<file path="src/design/exl_pkg.sv">
// exl_pkg: shared types and constants for the expression lexer.
// Scan modes, token kinds, result metadata and the character codes the scanner matches.
// No dependencies.
package exl_pkg;

   typedef enum logic [3:0] {
      MODE_IDLE     = 4'd0,
      MODE_WORD     = 4'd1,
      MODE_INT      = 4'd2,
      MODE_INT_DOT  = 4'd3,
      MODE_DOT      = 4'd4,
      MODE_FRAC     = 4'd5,
      MODE_SLASH    = 4'd6,
      MODE_COLON    = 4'd7,
      MODE_LESS     = 4'd8,
      MODE_COMMENT  = 4'd9
   } mode_type;

   typedef enum logic [3:0] {
      KIND_WORD       = 4'd0,
      KIND_INT        = 4'd1,
      KIND_FLOAT      = 4'd2,
      KIND_OP         = 4'd3,
      KIND_ASSIGN     = 4'd4,
      KIND_DEFINE     = 4'd5,
      KIND_OPEN       = 4'd6,
      KIND_CLOSE      = 4'd7,
      KIND_CURL_OPEN  = 4'd8,
      KIND_CURL_CLOSE = 4'd9,
      KIND_GT         = 4'd10,
      KIND_LEQ        = 4'd11,
      KIND_EOL        = 4'd12,
      KIND_END        = 4'd13,
      KIND_ERROR      = 4'd14
   } kind_type;

   // up to three tokens come out of one character
   typedef logic [1:0] count_type;

   typedef struct packed {
      kind_type   kind;
      logic [7:0] op_char;
   } tok_meta_type;

   localparam logic [7:0] CH_NEWLINE = 8'h0A;
   localparam logic [7:0] CH_TAB     = 8'h09;
   localparam logic [7:0] CH_VTAB    = 8'h0B;
   localparam logic [7:0] CH_FFEED   = 8'h0C;
   localparam logic [7:0] CH_CR      = 8'h0D;
   localparam logic [7:0] CH_SPACE   = 8'h20;
   localparam logic [7:0] CH_SEMI    = 8'h3B;
   localparam logic [7:0] CH_SLASH   = 8'h2F;
   localparam logic [7:0] CH_COLON   = 8'h3A;
   localparam logic [7:0] CH_EQUAL   = 8'h3D;
   localparam logic [7:0] CH_LESS    = 8'h3C;
   localparam logic [7:0] CH_GREATER = 8'h3E;
   localparam logic [7:0] CH_DOT     = 8'h2E;
   localparam logic [7:0] CH_PLUS    = 8'h2B;
   localparam logic [7:0] CH_MINUS   = 8'h2D;
   localparam logic [7:0] CH_STAR    = 8'h2A;
   localparam logic [7:0] CH_LPAREN  = 8'h28;
   localparam logic [7:0] CH_RPAREN  = 8'h29;
   localparam logic [7:0] CH_LCURL   = 8'h7B;
   localparam logic [7:0] CH_RCURL   = 8'h7D;
   localparam logic [7:0] CH_UPPER_A = 8'h41;
   localparam logic [7:0] CH_UPPER_Z = 8'h5A;
   localparam logic [7:0] CH_LOWER_A = 8'h61;
   localparam logic [7:0] CH_LOWER_Z = 8'h7A;
   localparam logic [7:0] CH_ZERO    = 8'h30;
   localparam logic [7:0] CH_NINE    = 8'h39;

   function automatic tok_meta_type mk_meta(kind_type kind, logic [7:0] op_char);
      tok_meta_type m;
      m.kind    = kind;
      m.op_char = op_char;
      return m;
   endfunction

endpackage

</file>
<file path="src/design/exl_core.sv">
// exl_core: scanner state and one-character lexing step.
// Produces up to three tokens per character plus next scan mode and counters.
// Depends on exl_pkg.
module exl_core #(
   parameter int LINE_BITS   = 16,
   parameter int COLUMN_BITS = 12
) (
   input  logic                       clock,
   input  logic                       reset,
   input  logic                       step,
   input  logic [7:0]                 ch,
   input  logic                       eoi,
   output exl_pkg::tok_meta_type      res_meta [3],
   output logic [COLUMN_BITS-1:0]     res_col  [3],
   output logic [COLUMN_BITS-1:0]     res_len  [3],
   output exl_pkg::count_type         res_cnt,
   output logic [LINE_BITS-1:0]       res_line
);

   localparam logic [COLUMN_BITS-1:0] LenOne = COLUMN_BITS'(1);
   localparam logic [COLUMN_BITS-1:0] LenTwo = COLUMN_BITS'(2);

   exl_pkg::mode_type          mode_ff, mode_in;
   logic [LINE_BITS-1:0]       line_ff, line_in;
   logic [COLUMN_BITS-1:0]     colc_ff, colc_in;
   logic [COLUMN_BITS-1:0]     tstart_ff, tstart_in;
   logic [COLUMN_BITS-1:0]     tlen_ff, tlen_in;

   logic ch_alpha, ch_digit, ch_newline;

   // pending-token flush
   exl_pkg::tok_meta_type      fl_meta [2];
   logic [COLUMN_BITS-1:0]     fl_col  [2];
   logic [COLUMN_BITS-1:0]     fl_len  [2];
   exl_pkg::count_type         fl_n;
   logic [COLUMN_BITS:0]       err_sum;

   // character lexed from idle
   exl_pkg::tok_meta_type      ex_meta;
   logic [COLUMN_BITS-1:0]     ex_len;
   logic                       ex_v;
   exl_pkg::mode_type          fr_mode;

   // character continues the current mode
   logic                       cont, cont_v;
   exl_pkg::tok_meta_type      cont_meta;
   logic [COLUMN_BITS-1:0]     cont_col, cont_len;
   exl_pkg::mode_type          cont_mode;
   logic [1:0]                 len_inc;
   logic [COLUMN_BITS:0]       len_sum;
   logic [COLUMN_BITS-1:0]     len_sat;

   // token appended after the flush
   exl_pkg::tok_meta_type      tail_meta;
   logic [COLUMN_BITS-1:0]     tail_col, tail_len;
   logic                       tail_v;

   assign ch_alpha   = (ch inside {[exl_pkg::CH_UPPER_A:exl_pkg::CH_UPPER_Z],
                                   [exl_pkg::CH_LOWER_A:exl_pkg::CH_LOWER_Z]});
   assign ch_digit   = (ch inside {[exl_pkg::CH_ZERO:exl_pkg::CH_NINE]});
   assign ch_newline = (ch == exl_pkg::CH_NEWLINE);

   assign err_sum = {1'b0, tstart_ff} + {1'b0, tlen_ff};
   assign len_sum = {1'b0, tlen_ff} + {{(COLUMN_BITS-1){1'b0}}, len_inc};
   assign len_sat = len_sum[COLUMN_BITS] ? '1 : len_sum[COLUMN_BITS-1:0];

   always_comb begin : flush_logic
      fl_meta[0] = '0;
      fl_meta[1] = '0;
      fl_col[0]  = tstart_ff;
      fl_col[1]  = err_sum[COLUMN_BITS] ? '1 : err_sum[COLUMN_BITS-1:0];
      fl_len[0]  = LenOne;
      fl_len[1]  = LenOne;
      fl_n       = 2'd1;
      case (mode_ff)
         exl_pkg::MODE_WORD: begin
            fl_meta[0] = exl_pkg::mk_meta(exl_pkg::KIND_WORD, 8'h00);
            fl_len[0]  = tlen_ff;
         end
         exl_pkg::MODE_INT: begin
            fl_meta[0] = exl_pkg::mk_meta(exl_pkg::KIND_INT, 8'h00);
            fl_len[0]  = tlen_ff;
         end
         exl_pkg::MODE_INT_DOT: begin
            // integer, then the dangling dot as an error
            fl_meta[0] = exl_pkg::mk_meta(exl_pkg::KIND_INT, 8'h00);
            fl_len[0]  = tlen_ff;
            fl_meta[1] = exl_pkg::mk_meta(exl_pkg::KIND_ERROR, exl_pkg::CH_DOT);
            fl_n       = 2'd2;
         end
         exl_pkg::MODE_DOT:
            fl_meta[0] = exl_pkg::mk_meta(exl_pkg::KIND_ERROR, exl_pkg::CH_DOT);
         exl_pkg::MODE_FRAC: begin
            fl_meta[0] = exl_pkg::mk_meta(exl_pkg::KIND_FLOAT, 8'h00);
            fl_len[0]  = tlen_ff;
         end
         exl_pkg::MODE_SLASH:
            fl_meta[0] = exl_pkg::mk_meta(exl_pkg::KIND_OP, exl_pkg::CH_SLASH);
         exl_pkg::MODE_COLON:
            fl_meta[0] = exl_pkg::mk_meta(exl_pkg::KIND_ERROR, exl_pkg::CH_COLON);
         exl_pkg::MODE_LESS:
            fl_meta[0] = exl_pkg::mk_meta(exl_pkg::KIND_ERROR, exl_pkg::CH_LESS);
         default:
            fl_n = 2'd0;
      endcase
   end

   always_comb begin : fresh_logic
      ex_meta = '0;
      ex_len  = LenOne;
      ex_v    = 1'b0;
      fr_mode = exl_pkg::MODE_IDLE;
      if (ch_alpha) begin
         fr_mode = exl_pkg::MODE_WORD;
      end else if (ch_digit) begin
         fr_mode = exl_pkg::MODE_INT;
      end else begin
         case (ch)
            exl_pkg::CH_NEWLINE: begin
               ex_v    = 1'b1;
               ex_meta = exl_pkg::mk_meta(exl_pkg::KIND_EOL, 8'h00);
               ex_len  = '0;
            end
            exl_pkg::CH_SPACE, exl_pkg::CH_TAB, exl_pkg::CH_VTAB,
            exl_pkg::CH_FFEED, exl_pkg::CH_CR: ;
            exl_pkg::CH_SEMI:  fr_mode = exl_pkg::MODE_COMMENT;
            exl_pkg::CH_DOT:   fr_mode = exl_pkg::MODE_DOT;
            exl_pkg::CH_SLASH: fr_mode = exl_pkg::MODE_SLASH;
            exl_pkg::CH_COLON: fr_mode = exl_pkg::MODE_COLON;
            exl_pkg::CH_LESS:  fr_mode = exl_pkg::MODE_LESS;
            exl_pkg::CH_PLUS, exl_pkg::CH_MINUS, exl_pkg::CH_STAR: begin
               ex_v    = 1'b1;
               ex_meta = exl_pkg::mk_meta(exl_pkg::KIND_OP, ch);
            end
            exl_pkg::CH_EQUAL: begin
               ex_v    = 1'b1;
               ex_meta = exl_pkg::mk_meta(exl_pkg::KIND_ASSIGN, 8'h00);
            end
            exl_pkg::CH_LPAREN: begin
               ex_v    = 1'b1;
               ex_meta = exl_pkg::mk_meta(exl_pkg::KIND_OPEN, 8'h00);
            end
            exl_pkg::CH_RPAREN: begin
               ex_v    = 1'b1;
               ex_meta = exl_pkg::mk_meta(exl_pkg::KIND_CLOSE, 8'h00);
            end
            exl_pkg::CH_LCURL: begin
               ex_v    = 1'b1;
               ex_meta = exl_pkg::mk_meta(exl_pkg::KIND_CURL_OPEN, 8'h00);
            end
            exl_pkg::CH_RCURL: begin
               ex_v    = 1'b1;
               ex_meta = exl_pkg::mk_meta(exl_pkg::KIND_CURL_CLOSE, 8'h00);
            end
            exl_pkg::CH_GREATER: begin
               ex_v    = 1'b1;
               ex_meta = exl_pkg::mk_meta(exl_pkg::KIND_GT, 8'h00);
            end
            default: begin
               ex_v    = 1'b1;
               ex_meta = exl_pkg::mk_meta(exl_pkg::KIND_ERROR, ch);
            end
         endcase
      end
   end

   always_comb begin : cont_logic
      cont      = 1'b0;
      cont_v    = 1'b0;
      cont_meta = '0;
      cont_col  = tstart_ff;
      cont_len  = LenTwo;
      cont_mode = mode_ff;
      len_inc   = 2'd0;
      case (mode_ff)
         exl_pkg::MODE_COMMENT: begin
            cont = 1'b1;
            if (ch_newline) begin
               cont_v    = 1'b1;
               cont_meta = exl_pkg::mk_meta(exl_pkg::KIND_EOL, 8'h00);
               cont_col  = colc_ff;
               cont_len  = '0;
               cont_mode = exl_pkg::MODE_IDLE;
            end
         end
         exl_pkg::MODE_WORD: begin
            if (ch_alpha) begin
               cont    = 1'b1;
               len_inc = 2'd1;
            end
         end
         exl_pkg::MODE_INT: begin
            if (ch_digit) begin
               cont    = 1'b1;
               len_inc = 2'd1;
            end else if (ch == exl_pkg::CH_DOT) begin
               cont      = 1'b1;
               cont_mode = exl_pkg::MODE_INT_DOT;
            end
         end
         exl_pkg::MODE_INT_DOT: begin
            if (ch_digit) begin
               cont      = 1'b1;
               len_inc   = 2'd2;   // the dot and the digit
               cont_mode = exl_pkg::MODE_FRAC;
            end
         end
         exl_pkg::MODE_DOT: begin
            if (ch_digit) begin
               cont      = 1'b1;
               len_inc   = 2'd1;
               cont_mode = exl_pkg::MODE_FRAC;
            end
         end
         exl_pkg::MODE_FRAC: begin
            if (ch_digit) begin
               cont    = 1'b1;
               len_inc = 2'd1;
            end
         end
         exl_pkg::MODE_SLASH: begin
            if (ch == exl_pkg::CH_SLASH) begin
               cont      = 1'b1;
               cont_mode = exl_pkg::MODE_COMMENT;
            end
         end
         exl_pkg::MODE_COLON: begin
            if (ch == exl_pkg::CH_EQUAL) begin
               cont      = 1'b1;
               cont_v    = 1'b1;
               cont_meta = exl_pkg::mk_meta(exl_pkg::KIND_DEFINE, 8'h00);
               cont_mode = exl_pkg::MODE_IDLE;
            end
         end
         exl_pkg::MODE_LESS: begin
            if (ch == exl_pkg::CH_EQUAL) begin
               cont      = 1'b1;
               cont_v    = 1'b1;
               cont_meta = exl_pkg::mk_meta(exl_pkg::KIND_LEQ, 8'h00);
               cont_mode = exl_pkg::MODE_IDLE;
            end
         end
         default: ;
      endcase
   end

   always_comb begin : result_logic
      if (eoi) begin
         tail_v    = 1'b1;
         tail_meta = exl_pkg::mk_meta(exl_pkg::KIND_END, 8'h00);
         tail_col  = colc_ff;
         tail_len  = '0;
      end else begin
         tail_v    = ex_v;
         tail_meta = ex_meta;
         tail_col  = colc_ff;
         tail_len  = ex_len;
      end

      res_meta[0] = fl_meta[0];
      res_meta[1] = fl_meta[1];
      res_meta[2] = '0;
      res_col[0]  = fl_col[0];
      res_col[1]  = fl_col[1];
      res_col[2]  = '0;
      res_len[0]  = fl_len[0];
      res_len[1]  = fl_len[1];
      res_len[2]  = '0;
      res_cnt     = '0;
      if (!eoi && cont) begin
         res_meta[0] = cont_meta;
         res_col[0]  = cont_col;
         res_len[0]  = cont_len;
         res_cnt     = {1'b0, cont_v};
      end else begin
         res_meta[fl_n] = tail_meta;
         res_col[fl_n]  = tail_col;
         res_len[fl_n]  = tail_len;
         res_cnt        = fl_n + {1'b0, tail_v};
      end
   end

   assign res_line = line_ff;

   always_comb begin : next_state
      mode_in   = mode_ff;
      tstart_in = tstart_ff;
      tlen_in   = tlen_ff;
      line_in   = line_ff;
      colc_in   = colc_ff;
      if (eoi) begin
         mode_in = exl_pkg::MODE_IDLE;
      end else begin
         if (cont) begin
            mode_in = cont_mode;
            tlen_in = len_sat;
         end else begin
            mode_in   = fr_mode;
            tstart_in = colc_ff;
            tlen_in   = LenOne;
         end
         if (ch_newline) begin
            line_in = (line_ff == '1) ? line_ff : line_ff + LINE_BITS'(1);
            colc_in = '0;
         end else begin
            colc_in = (colc_ff == '1) ? colc_ff : colc_ff + LenOne;
         end
      end
   end

   always_ff @(posedge clock) begin
      if (reset) begin
         mode_ff   <= exl_pkg::MODE_IDLE;
         line_ff   <= LINE_BITS'(1);
         colc_ff   <= '0;
         tstart_ff <= '0;
         tlen_ff   <= '0;
      end else if (step) begin
         mode_ff   <= mode_in;
         line_ff   <= line_in;
         colc_ff   <= colc_in;
         tstart_ff <= tstart_in;
         tlen_ff   <= tlen_in;
      end
   end

   // end of input always leaves the scanner idle with counters held
   a_eoi_idle: assert property (@(posedge clock) disable iff (reset)
      step && eoi |=> mode_ff == exl_pkg::MODE_IDLE)
      else $error("scanner not idle after end of input");

   a_eoi_line: assert property (@(posedge clock) disable iff (reset)
      step && eoi |=> line_ff == $past(line_ff) && colc_ff == $past(colc_ff))
      else $error("counters moved on end of input");

   a_eoi_emits: assert property (@(posedge clock) disable iff (reset)
      step && eoi |-> res_cnt != 2'd0)
      else $error("end of input gave no token");

   a_newline_emits: assert property (@(posedge clock) disable iff (reset)
      step && !eoi && ch_newline |-> res_cnt != 2'd0)
      else $error("newline gave no end of line token");

   a_intdot_flush: assert property (@(posedge clock) disable iff (reset)
      step && !eoi && mode_ff == exl_pkg::MODE_INT_DOT && !ch_digit
      |-> res_cnt == 2'd2 || res_cnt == 2'd3)
      else $error("integer and dot error not both emitted");

endmodule

</file>
<file path="src/design/exl_outbuf.sv">
// exl_outbuf: result register holding the tokens of one character.
// Drains them one word per cycle on the rsp_ channel while rsp_ready is high.
// Depends on exl_pkg.
module exl_outbuf #(
   parameter int LINE_BITS   = 16,
   parameter int COLUMN_BITS = 12
) (
   input  logic                       clock,
   input  logic                       reset,
   input  logic                       load,
   input  exl_pkg::tok_meta_type      in_meta [3],
   input  logic [COLUMN_BITS-1:0]     in_col  [3],
   input  logic [COLUMN_BITS-1:0]     in_len  [3],
   input  exl_pkg::count_type         in_cnt,
   input  logic [LINE_BITS-1:0]       in_line,
   output logic                       free,
   output logic                       rsp_valid,
   input  logic                       rsp_ready,
   output logic [3:0]                 rsp_kind,
   output logic [7:0]                 rsp_op_char,
   output logic [LINE_BITS-1:0]       rsp_line_number,
   output logic [COLUMN_BITS-1:0]     rsp_start_column,
   output logic [COLUMN_BITS-1:0]     rsp_token_length,
   output logic                       rsp_last_of_run
);

   exl_pkg::tok_meta_type      meta_ff [3];
   logic [COLUMN_BITS-1:0]     col_ff  [3];
   logic [COLUMN_BITS-1:0]     len_ff  [3];
   logic [LINE_BITS-1:0]       line_ff;
   exl_pkg::count_type         left_ff;
   logic [1:0]                 rd_ff;

   assign rsp_valid = (left_ff != 2'd0);
   // refill while the last word is being taken
   assign free      = (left_ff == 2'd0) || (left_ff == 2'd1 && rsp_ready);

   assign rsp_kind         = meta_ff[rd_ff].kind;
   assign rsp_op_char      = meta_ff[rd_ff].op_char;
   assign rsp_line_number  = line_ff;
   assign rsp_start_column = col_ff[rd_ff];
   assign rsp_token_length = len_ff[rd_ff];
   assign rsp_last_of_run  = (left_ff == 2'd1);

   always_ff @(posedge clock) begin
      if (reset) begin
         left_ff <= '0;
         rd_ff   <= '0;
      end else if (load) begin
         left_ff <= in_cnt;
         rd_ff   <= '0;
      end else if (rsp_valid && rsp_ready) begin
         left_ff <= left_ff - 2'd1;
         rd_ff   <= rd_ff + 2'd1;
      end
   end

   always_ff @(posedge clock) begin
      if (load) begin
         meta_ff <= in_meta;
         col_ff  <= in_col;
         len_ff  <= in_len;
         line_ff <= in_line;
      end
   end

endmodule

</file>
<file path="src/design/expression_lexer.sv">
// Expression lexer: one source character per word in, zero to three tokens out.
// Path: a taken req_ word passes the input register and is then lexed into the result
// register, from which its first token is valid on the rsp_ port.
// Throughput: one character per cycle while each gives at most one token and rsp_ready is high;
// a character giving several tokens holds the rsp_ port until all are taken, one token per cycle.
// Reset (synchronous, active high): scanner idle, line 1, column 0, all buffers empty.
module expression_lexer #(
   parameter int LINE_BITS   = 16,
   parameter int COLUMN_BITS = 12
) (
   input  logic                       clock,
   input  logic                       reset,
   input  logic                       req_valid,
   output logic                       req_ready,
   input  logic [7:0]                 req_ch,
   input  logic                       req_end_of_input,
   output logic                       rsp_valid,
   input  logic                       rsp_ready,
   output logic [3:0]                 rsp_kind,
   output logic [7:0]                 rsp_op_char,
   output logic [LINE_BITS-1:0]       rsp_line_number,
   output logic [COLUMN_BITS-1:0]     rsp_start_column,
   output logic [COLUMN_BITS-1:0]     rsp_token_length,
   output logic                       rsp_last_of_run
);

   logic                       in_valid_ff;
   logic [7:0]                 ch_ff;
   logic                       eoi_ff;
   logic                       buf_free;
   logic                       step;

   exl_pkg::tok_meta_type      res_meta [3];
   logic [COLUMN_BITS-1:0]     res_col  [3];
   logic [COLUMN_BITS-1:0]     res_len  [3];
   exl_pkg::count_type         res_cnt;
   logic [LINE_BITS-1:0]       res_line;

   assign step      = in_valid_ff && buf_free;
   assign req_ready = !in_valid_ff || step;

   always_ff @(posedge clock) begin
      if (reset) begin
         in_valid_ff <= 1'b0;
      end else if (req_ready) begin
         in_valid_ff <= req_valid;
      end
   end

   always_ff @(posedge clock) begin
      if (req_valid && req_ready) begin
         ch_ff  <= req_ch;
         eoi_ff <= req_end_of_input;
      end
   end

   exl_core #(
      .LINE_BITS   (LINE_BITS),
      .COLUMN_BITS (COLUMN_BITS)
   ) u_core (
      .clock    (clock),
      .reset    (reset),
      .step     (step),
      .ch       (ch_ff),
      .eoi      (eoi_ff),
      .res_meta (res_meta),
      .res_col  (res_col),
      .res_len  (res_len),
      .res_cnt  (res_cnt),
      .res_line (res_line)
   );

   exl_outbuf #(
      .LINE_BITS   (LINE_BITS),
      .COLUMN_BITS (COLUMN_BITS)
   ) u_outbuf (
      .clock            (clock),
      .reset            (reset),
      .load             (step),
      .in_meta          (res_meta),
      .in_col           (res_col),
      .in_len           (res_len),
      .in_cnt           (res_cnt),
      .in_line          (res_line),
      .free             (buf_free),
      .rsp_valid        (rsp_valid),
      .rsp_ready        (rsp_ready),
      .rsp_kind         (rsp_kind),
      .rsp_op_char      (rsp_op_char),
      .rsp_line_number  (rsp_line_number),
      .rsp_start_column (rsp_start_column),
      .rsp_token_length (rsp_token_length),
      .rsp_last_of_run  (rsp_last_of_run)
   );

endmodule

</file>
<file path="config.mk">
export PLATFORM = sky130hd
export DESIGN_NAME = expression_lexer
export DESIGN_NICKNAME = d
export VERILOG_FILES = /design/src/design/exl_pkg.sv /design/src/design/exl_core.sv /design/src/design/exl_outbuf.sv /design/src/design/expression_lexer.sv
export SDC_FILE = /design/constraint.sdc
export NUM_CORES = 1
export LEC_CHECK = 0
export BUFFER_PORTS_ARGS = -buffer_cell sky130_fd_sc_hd__buf_2
export CAP_MARGIN = 20
export CORE_MARGIN = 2
export CORE_UTILIZATION = 50
export DETAILED_ROUTE_END_ITERATION = 8
export MAX_ROUTING_LAYER = met4
export PLACE_DENSITY_LB_ADDON = 0.3
export SLEW_MARGIN = 20
export SYNTH_ARGS = -nofsm -noshare
export SYNTH_HDL_FRONTEND = slang
export SYNTH_HIERARCHICAL = 1
export SYNTH_SLANG_ARGS = --single-unit
</file>
<file path="constraint.sdc">
create_clock -name clock -period 5.95 [get_ports clock]
set_clock_uncertainty 0.2 [all_clocks]
set_input_delay 0.8925 -clock clock [delete_from_list [all_inputs] [get_ports clock]]
set_output_delay 0.8925 -clock clock [all_outputs]
set_load 0.02 [all_outputs]
</file>
==> results of run 1 <==
[report_power, final]
part	switching (mW)	leakage, nW	internal (mW)
clock	0.562	0.307	0.615
combinational	0.293	2.04	0.141
sequential	0.0449	1.77	1.55
[worst max-delay path, cell delays in order (launching register included)]
cell	delay [ps]
edfxtp_1	670
or4_4	660
o22ai_4	190
nor3_2	100
o31ai_4	860
nor2_2	110
a21oi_2	800
mux2_2	420
[sequential cells by signal, summed over array words and instances (netlist names), 8 cells and up]
signal,count
u_core/res_line,16
u_outbuf/rsp_line_number,16
u_core/tlen_ff,12
u_outbuf/meta_ff,36
u_outbuf/col_ff,36
u_core/tstart_ff,12
u_outbuf/len_ff,36
u_core/colc_ff,12
ch_ff,8
[final timing paths]
| check | startpoint | to | slack (ps) | cells after the start |
|---|---|---|---|---|
| max reg2reg | ch_ff[0] | u_outbuf/col_ff[35] | 1680 | 7 |
| min reg2reg | u_core/tstart_ff[0] | u_core/tstart_ff[0] | 290 | 2 |
| min | u_core/tstart_ff[0] | u_core/tstart_ff[0] | 290 | 2 |
| max | ch_ff[0] | u_outbuf/col_ff[35] | 1680 | 7 |
[routing by layer]
| layer | GRT usage (%) | up-vias |
|---|---|---|
| met3 | 3.57 | 34 |
| met1 | 31.6 | 3533 |
| met4 | 7.74 | 0 |
| met2 | 32.9 | 252 |
| met5 | - | - |
| li1 | - | 3665 |
[layout make-up]
cell class	instances	share of cell area, %
well taps	270	3.01
flip-flops and latches	194	46.5
clock inverters	13	1.31
inverters	22	0.737
clock buffers	19	4.24
repair buffers	77	3.66
multi-input cells	722	40.5
[placed cells by master, fill, tap and decap left out, types with 7 or more instances in the layout]
master / n
nand3_1: 22
buf_2: 67
buf_4: 10
and3_1: 25
dfxtp_1: 60
o21ai_1: 36
nand2_1: 112
edfxtp_1: 133
a21oi_1: 56
nor2_1: 91
xor2_1: 14
a31oi_1: 12
a41oi_1: 7
or3_1: 13
mux2_4: 10
xnor2_1: 21
mux2i_1: 42
ha_1: 19
clkbuf_16: 19
and2_1: 21
nand4_1: 8
inv_1: 21
o22a_1: 12
nor3_1: 27
o21ai_0: 30
conb_1: 22
[stage by stage]
stage | total power [mW] | cell area (um^2) | util, %
2_1_floorplan | 1.94 | 10300 | -
3_3_place_gp | 2.05 | 10600 | 52.5
3_5_place_dp | 2.06 | 10600 | 52.5
4_1_cts | 3.23 | 11200 | 55.6
6_report | 3.20 | 11200 | 55.6
5_1_grt | 3.33 | 11200 | 55.6
[logic make-up after synthesis]
logic type | Yosys count
buf+inv | 109
fa+ha+maj | 22
compound gates | 215
other cells | 1
simple gates | 374
mux | 54
xor+xnor | 35
flops | 194
==> results.txt, run 1 <==
Outcome: complete, no violations
Synth area leaders: edfxtp_1 (39%), dfxtp_1 (12%), mux2i_1 (4.1%)
Share of layout cells above drive strength 1: 14.8%
Final hold violation count: 0
Die Width: 147 um
FMAX: 234 MHz
Min Hold Slack: 289 ps
Share of the synthesized area in the top cell type: 39.0%
Pleak: 4.12 nW
Register Area: 5220 um^2
CP endpoint kind: register
Max transition margin: 28.8%
Max_cap viols: 0
Antenna diodes: 0
Clock Latency Late Sink: 440 ps
Count leader, synth: edfxtp_1
Drt first pass iters: 5
Period utilization: 71.8%
Worst Path Arrival: 4270 ps
Peak supply drop: 204 uV
Core area: 20200 um^2
Placed Instances: 1285
Critical path type: reg -> reg
Area of the multi-input gates: 4540 um^2
Pre-CTS setup slack: 1680 ps
Crit Path Max Fanout: 23
Hpwl dp: 15200 um
PD cells: 286 nW/um^2
CTS H-tree depth: 4
Clock Pin Slew Worst Setup and Hold Paths: 80 ps
Residual DRC: 0
Clk sink count: 194
Post-CTS setup buffers: 0
Cell count after synthesis: 1004
Simple-gate share of the synthesized area: 18.3%
Compound-cell area share of the yosys netlist: 13.5%
CTS tree: yes
CP required: 5950 ps
Met2 WL: 10300 um
Via count: 7484
Post-Layout Cell Count: 1317
RSZ-0062 raised after global routing: false
Setup violators final: 0
Post-synth EDFFs: 133
First-pass GRT wire length: 37300 um
Yosys top cell by area: edfxtp_1
Final setup margin: 1680 ps
Mapped cell area: 10300 um^2
Setup TNS: 0 ps
Max layer used: met4
Number of port buffers: 67
Initial core utilization: 50.8%
Synth warnings: 6
Top cells by count, synth: edfxtp_1 (133), nand2_1 (112), nor2_1 (91)
Routability cong.: 0.974
Initial DRC count: 761
Post-synthesis sequential area ratio: 50.9%
Gr usage total: 22.4%
ANT nets after route: 0
I/O pin total: 68
Clk buf depth: 2
Adder-cell share of the synthesized area: 2.81%
Largest family of logic cells by synthesized area: simple AND/OR/NAND/NOR gates
Ys async rst share: 0%
Yosys reg bits: 194
Post-CTS Hold Fix Bufs: 0
Post-CTS sizing: 0
Initial antenna violation count: 0
Final Max Slew Viols: 0
Area growth from synthesis to layout: 9.36%
Avg Cell Area, Syn: 10.2 um^2
Row count: 52
Met1 wire length: 11000 um
Startpoint Class: register
DRT Wirelength: 23000 um
Vias in the first global route: 6997
Cts bufs inserted: 17
Met3 Wirelength: 1260 um
Top FF cell, synth: edfxtp_1
Die Footprint: 21700 um^2
Clk root buf: clkbuf_16
Synth cell types: 81
Final min period: 4270 ps
Largest net degree at the start of global routing: 78
Number of filler cells placed in the layout: 1768
Routed len/inst: 17.5 um
Worst min path class: reg -> reg
Vias/cell: 5.68
Tightest Pin Transition: 1070 ps
Multiplexer share of the synthesized area: 5.79%
Nets: 1068
Die height: 147 um
Xor and xnor area share after synthesis: 2.99%
Total gr overflow: 0
Note: power is estimated with default switching activity, not from simulation.
==> run 2, diff against run 1 <==
--- a/config.mk
+++ b/config.mk
@@ -5,6 +5,7 @@
 export SDC_FILE = /design/constraint.sdc
 export NUM_CORES = 1
 export LEC_CHECK = 0
+export ABC_AREA = 1
 export BUFFER_PORTS_ARGS = -buffer_cell sky130_fd_sc_hd__buf_2
 export CAP_MARGIN = 20
 export CORE_MARGIN = 2
==> constraint.sdc (replaced) <==
create_clock -name clock -period 4.04 [get_ports clock]
set_clock_uncertainty 0.2 [all_clocks]
set_input_delay 0.606 -clock clock [delete_from_list [all_inputs] [get_ports clock]]
set_output_delay 0.606 -clock clock [all_outputs]
set_load 0.02 [all_outputs]
==> run 2 against run 1 <==
Net effect:
- clock-buffer cell count is 2 lower
- largest cell class unchanged
- register-to-register slack worse by 1100 ps
- maximum frequency rose by 22%
- first-iteration DRC count grew 17%
- hold slack lost 150 ps
- global-route usage up 1.4 points
- final cell count up 22%
- critical endpoint is now u_core/tlen_ff[7]
- core utilization down 0.57 points
- flip-flop and latch count did not move
- clock power grew 43%
- sequential power rose by 64%
==> results.txt, run 2 <==
Outcome: complete, no violations
Cell count after synthesis: 1282
Die Width: 150 um
Vias in the first global route: 8013
Initial DRC count: 892
Row count: 53
Synth cell types: 49
Core area: 21000 um^2
PD cells: 527 nW/um^2
ANT nets after route: 0
Worst min path class: in -> reg
Initial core utilization: 50.8%
Share of the synthesized area in the top cell type: 37.5%
Mapped cell area: 10700 um^2
Clock Pin Slew Worst Setup and Hold Paths: 70 ps
Met3 global-route usage: 3.48%
Number of filler cells placed in the layout: 1918
First-pass GRT wire length: 41000 um
Final hold violation count: 0
Placed inst area: 10900 um^2
CP max stage delay: 400 ps
Post-synthesis sequential area ratio: 48.9%
Post-CTS setup buffers: 0
Pre-CTS setup slack: 676 ps
Post-synth EDFFs: 133
CP endpoint kind: register
Cts bufs inserted: 17
Clock Latency Late Sink: 440 ps
Period utilization: 86.6%
Peak supply drop: 300 uV
Gr busiest metal: met2
Final min period: 3500 ps
Post-route cell area: 11500 um^2
Final setup margin: 540 ps
Drt first pass iters: 6
Largest net degree at the start of global routing: 131
CTS tree: yes
Vias/cell: 5.46
Hpwl dp: 17100 um
Startpoint Class: register
CTS H-tree depth: 4
Post-CTS Hold Fix Bufs: 0
Layout Utilization: 55.0%
Avg Cell Area, Syn: 8.31 um^2
Gr usage total: 23.8%
Clk buf depth: 2
Setup violators final: 0
Met1 usage: 33.8%
Via count: 8767
Routed len/inst: 15.7 um
CP most frequent cell: nor2_1
Number of port buffers: 67
Count leader, synth: nand2_1
DRT Wirelength: 25200 um
Largest registers: u_outbuf/col_ff (36), u_outbuf/len_ff (36), u_outbuf/meta_ff (36)
Crit Path Max Fanout: 11
Antenna diodes: 0
Max_cap viols: 0
Placed Instances: 1575
FMAX: 286 MHz
Final Max Slew Viols: 0
Most frequent cells in the layout: nand2_1 (256), nor2_1 (163), edfxtp_1 (133)
Clk sink count: 194
Critical path type: reg -> reg
Pleak: 4.47 nW
CP required: 4210 ps
RSZ-0062 raised after global routing: false
Post-CTS sizing: 0
Setup TNS: 0 ps
Synth warnings: 6
Yosys reg bits: 194
Critical-path top delay cell: dfxtp_1
Max transition margin: 41.5%
Top cells by count, synth: nand2_1 (256), nor2_1 (163), edfxtp_1 (133)
Synth area leaders: edfxtp_1 (37%), dfxtp_1 (11%), nand2_1 (9.0%)
Routability cong.: 0.933
Post-Layout Cell Count: 1607
Tightest Pin Transition: 878 ps
Total gr overflow: 0
Top FF cell, synth: edfxtp_1
Share of layout cells above drive strength 1: 11.0%
Min Hold Slack: 138 ps
Initial antenna violation count: 0
Ys async rst share: 0%
Nets: 1353
Area growth from synthesis to layout: 8.20%
I/O pin total: 68
Worst Path Arrival: 3670 ps
Yosys top cell by area: edfxtp_1
Die Footprint: 22500 um^2
Leading cell type in the layout, fill and taps excluded: nand2_1
Met2 Track Usage GR: 35.5%
Tot Pwr: 6.08 mW
Residual DRC: 0
Cell Chain, Critical Path: nor2_2 > inv_2 > nor2_1 > inv_1 > nand2_1 > nor2_2 > o21ai_0 > ha_1 > inv_1 > fa_1 > nor2_1 > nand4_1 > nor2_1 > nand3_1 > o21ai_0 > o21ai_1 > a21oi_1
Clk root buf: clkbuf_16
Die height: 150 um
==> run 2: changes by cell type after synthesis, moves of 15 or more <==
cell / previous run / this run
o21ai_0: 30 / 84
and3_1: 25 / 3
and2_1: 21 / 2
clkbuf_1: 32 / 16
o21ai_1: 36 / 51
nor2_1: 91 / 163
nand3_1: 22 / 106
inv_1: 21 / 106
mux2i_1: 42 / 0
nand2_1: 112 / 256
==> run 2: per-layer routing <==
metal  wire length (um)  vias up
met5                  0        -
met4                410        0
met2              11100      342
li1                   -     4361
met1              12000     4030
met3               1620       34
==> run 2: area by class of cell <==
| cell class | count | area, um^2 | area share [%] |
|---|---|---|---|
| Clock buffer | 17 | 425 | 3.69 |
| Clock inverter | 15 | 168 | 1.45 |
| Inverter | 118 | 457 | 3.96 |
| Multi-Input combinational cell | 915 | 4530 | 39.3 |
| Sequential cell | 194 | 5220 | 45.2 |
| Tap cell | 275 | 344 | 2.98 |
| Timing Repair Buffer | 73 | 393 | 3.41 |
==> run 2: kinds of logic after synthesis <==
group | after synthesis | synth area share (%)
xor+xnor | 28 | 2.30
other cells | 1 | 0.0352
compound gates | 238 | 11.9
fa+ha+maj | 21 | 2.61
buf+inv | 194 | 9.31
simple gates | 606 | 24.9
flops | 194 | 48.9
==> run 2: path summary, 6_finish.rpt <==
kind | cells past startpoint | start | slack, ps | endpoint
worst max register to register | 17 | u_core/mode_ff[3] | 540 | u_core/tlen_ff[7]
worst min-delay path | 1 | req_ch[2] | 140 | ch_ff[2]
worst max-delay path | 17 | u_core/mode_ff[3] | 540 | u_core/tlen_ff[7]
worst min register to register | 2 | u_core/colc_ff[10] | 290 | u_core/tstart_ff[10]
==> run 2: critical path: cells and delay by family, from the launching register on <==
| kind | cells | cell delay (ps) |
|---|---|---|
| simple gates | 8 | 1400 |
| compound gates | 4 | 610 |
| fa+ha+maj | 2 | 610 |
| flops | 1 | 400 |
| buf+inv | 3 | 200 |
==> run 2: where the power goes <==
part	switching [mW]	internal, mW	total, mW
clock network	0.812	0.883	1.69
logic	1.26	0.505	1.77
registers	0.0951	2.52	2.61
==> run 3, diff against run 2 <==
--- a/config.mk
+++ b/config.mk
@@ -8,6 +8,7 @@
 export ABC_AREA = 1
 export BUFFER_PORTS_ARGS = -buffer_cell sky130_fd_sc_hd__buf_2
 export CAP_MARGIN = 20
+export CORE_ASPECT_RATIO = 0.6
 export CORE_MARGIN = 2
 export CORE_UTILIZATION = 50
 export DETAILED_ROUTE_END_ITERATION = 8
==> run 3 against run 2 <==
Net effect:
- non-clock buffer count increased by 3
- first-iteration DRC count grew 16%
- maximum frequency decreased by 0.76%
- critical endpoint unchanged
==> results.txt, run 3 (synthesized netlist as in run 2, its figures left out) <==
Core area: 21000 um^2
Period utilization: 87.3%
Hpwl dp: 19900 um
Tightest Pin Transition: 906 ps
Pre-CTS setup slack: 650 ps
Leading cell type in the layout, fill and taps excluded: nand2_1
Clk root buf: clkbuf_16
Gr usage total: 27.4%
Largest net degree at the start of global routing: 91
Share of layout cells above drive strength 1: 11.2%
Clk sink count: 194
Logic pwr share: 29.1%
Cts bufs inserted: 17
Residual DRC: 0
Crit Path Max Fanout: 11
Power share of the clock group: 30.2%
Post-Layout Cell Count: 1614
Die Width: 192 um
Initial antenna violation count: 0
Clock Pin Slew Worst Setup and Hold Paths: 70 ps
Max transition margin: 39.6%
Internal: 4.20 mW
Final min period: 3530 ps
Drt first pass iters: 5
Crit path buf inv count: 3
Total gr overflow: 0
CP required: 4210 ps
Setup TNS: 0 ps
Max_cap viols: 0
Post-CTS setup buffers: 0
Final setup margin: 513 ps
Switching fraction of total power: 35.0%
Die height: 117 um
Post-CTS Hold Fix Bufs: 0
Number of port buffers: 67
Placed inst area: 11000 um^2
Switch Pwr: 2.27 mW
Largest registers: u_outbuf/col_ff (36), u_outbuf/len_ff (36), u_outbuf/meta_ff (36)
CP most frequent cell: nor2_1
Tot Pwr: 6.47 mW
CP max stage delay: 410 ps
Layout Utilization: 55.4%
CP endpoint kind: register
Most frequent cells in the layout: nand2_1 (256), nor2_1 (163), edfxtp_1 (133)
Post-route cell area: 11600 um^2
Antenna diodes: 0
CTS tree: yes
CTS H-tree depth: 4
RSZ-0062 raised after global routing: false
Worst min path class: in -> reg
Initial DRC count: 1033
Via count: 9050
Routability cong.: 0.954
Flop pwr share: 40.7%
Outcome: complete, no violations
Row count: 41
Final Max Slew Viols: 0
Nets: 1356
Final hold violation count: 0
Clock Latency Late Sink: 450 ps
Area growth from synthesis to layout: 9.18%
Cell Chain, Critical Path: nor2_2 > inv_2 > nor2_1 > inv_1 > nand2_1 > nor2_2 > o21ai_0 > ha_1 > inv_1 > fa_1 > nor2_1 > nand4_1 > nor2_1 > nand3_1 > o21ai_0 > o21ai_1 > a21oi_1
Vias in the first global route: 8105
Startpoint Class: register
Critical-path top delay cell: fa_1
Peak supply drop: 340 uV
Placed Instances: 1582
PD cells: 556 nW/um^2
Pleak: 4.51 nW
Setup violators final: 0
Routed len/inst: 17.8 um
Clk buf depth: 2
DRT Wirelength: 28700 um
Min Hold Slack: 134 ps
Family with the most delay on the worst path: simple AND/OR/NAND/NOR gates
Vias/cell: 5.61
Critical path type: reg -> reg
First-pass GRT wire length: 45000 um
Die Footprint: 22500 um^2
Post-CTS sizing: 0
ANT nets after route: 0
FMAX: 284 MHz
I/O pin total: 68
Initial core utilization: 50.8%
Worst Path Arrival: 3700 ps
==> run 3: worst paths after layout <==
| path | startpoint | end | slack, ps | cells past startpoint |
|---|---|---|---|---|
| setup / recovery | u_core/mode_ff[3] | u_core/tlen_ff[7] | 510 | 17 |
| hold / removal | req_ch[7] | ch_ff[7] | 130 | 1 |
| setup reg to reg | u_core/mode_ff[3] | u_core/tlen_ff[7] | 510 | 17 |
| hold reg to reg | u_core/res_line[15] | u_outbuf/rsp_line_number[15] | 290 | 0 |
==> run 3: layer usage <==
metal  global-route usage [%]  part of all wire, %  vias up  wire (um)
li1                         -                    -     4362          -
met1                     42.4                   49     4217      14200
met2                     35.3                   39      446      11100
met3                     6.86                   11       25       3160
met4                     6.41                  1.0        0        300
met5                        -                    0        -          0
==> run 3: power by group through the flow <==
stage	combinational, mW	clock, mW	sequential, mW
5_1_grt	2.07	2.07	2.66
6_report	1.88	1.96	2.63
3_5_place_dp	1.86	0	2.67
2_1_floorplan	1.36	0	2.67
3_3_place_gp	1.82	0	2.67
4_1_cts	1.86	1.98	2.63
==> run 3: area by class of cell <==
class                           instances  area, um^2
Clock buffer                           17         425
Clock inverter                         15         254
Fill cell                            1952        9350
Inverter                              118         457
Multi-Input combinational cell        915        4530
Sequential cell                       194        5220
Tap cell                              279         349
Timing Repair Buffer                   76         407
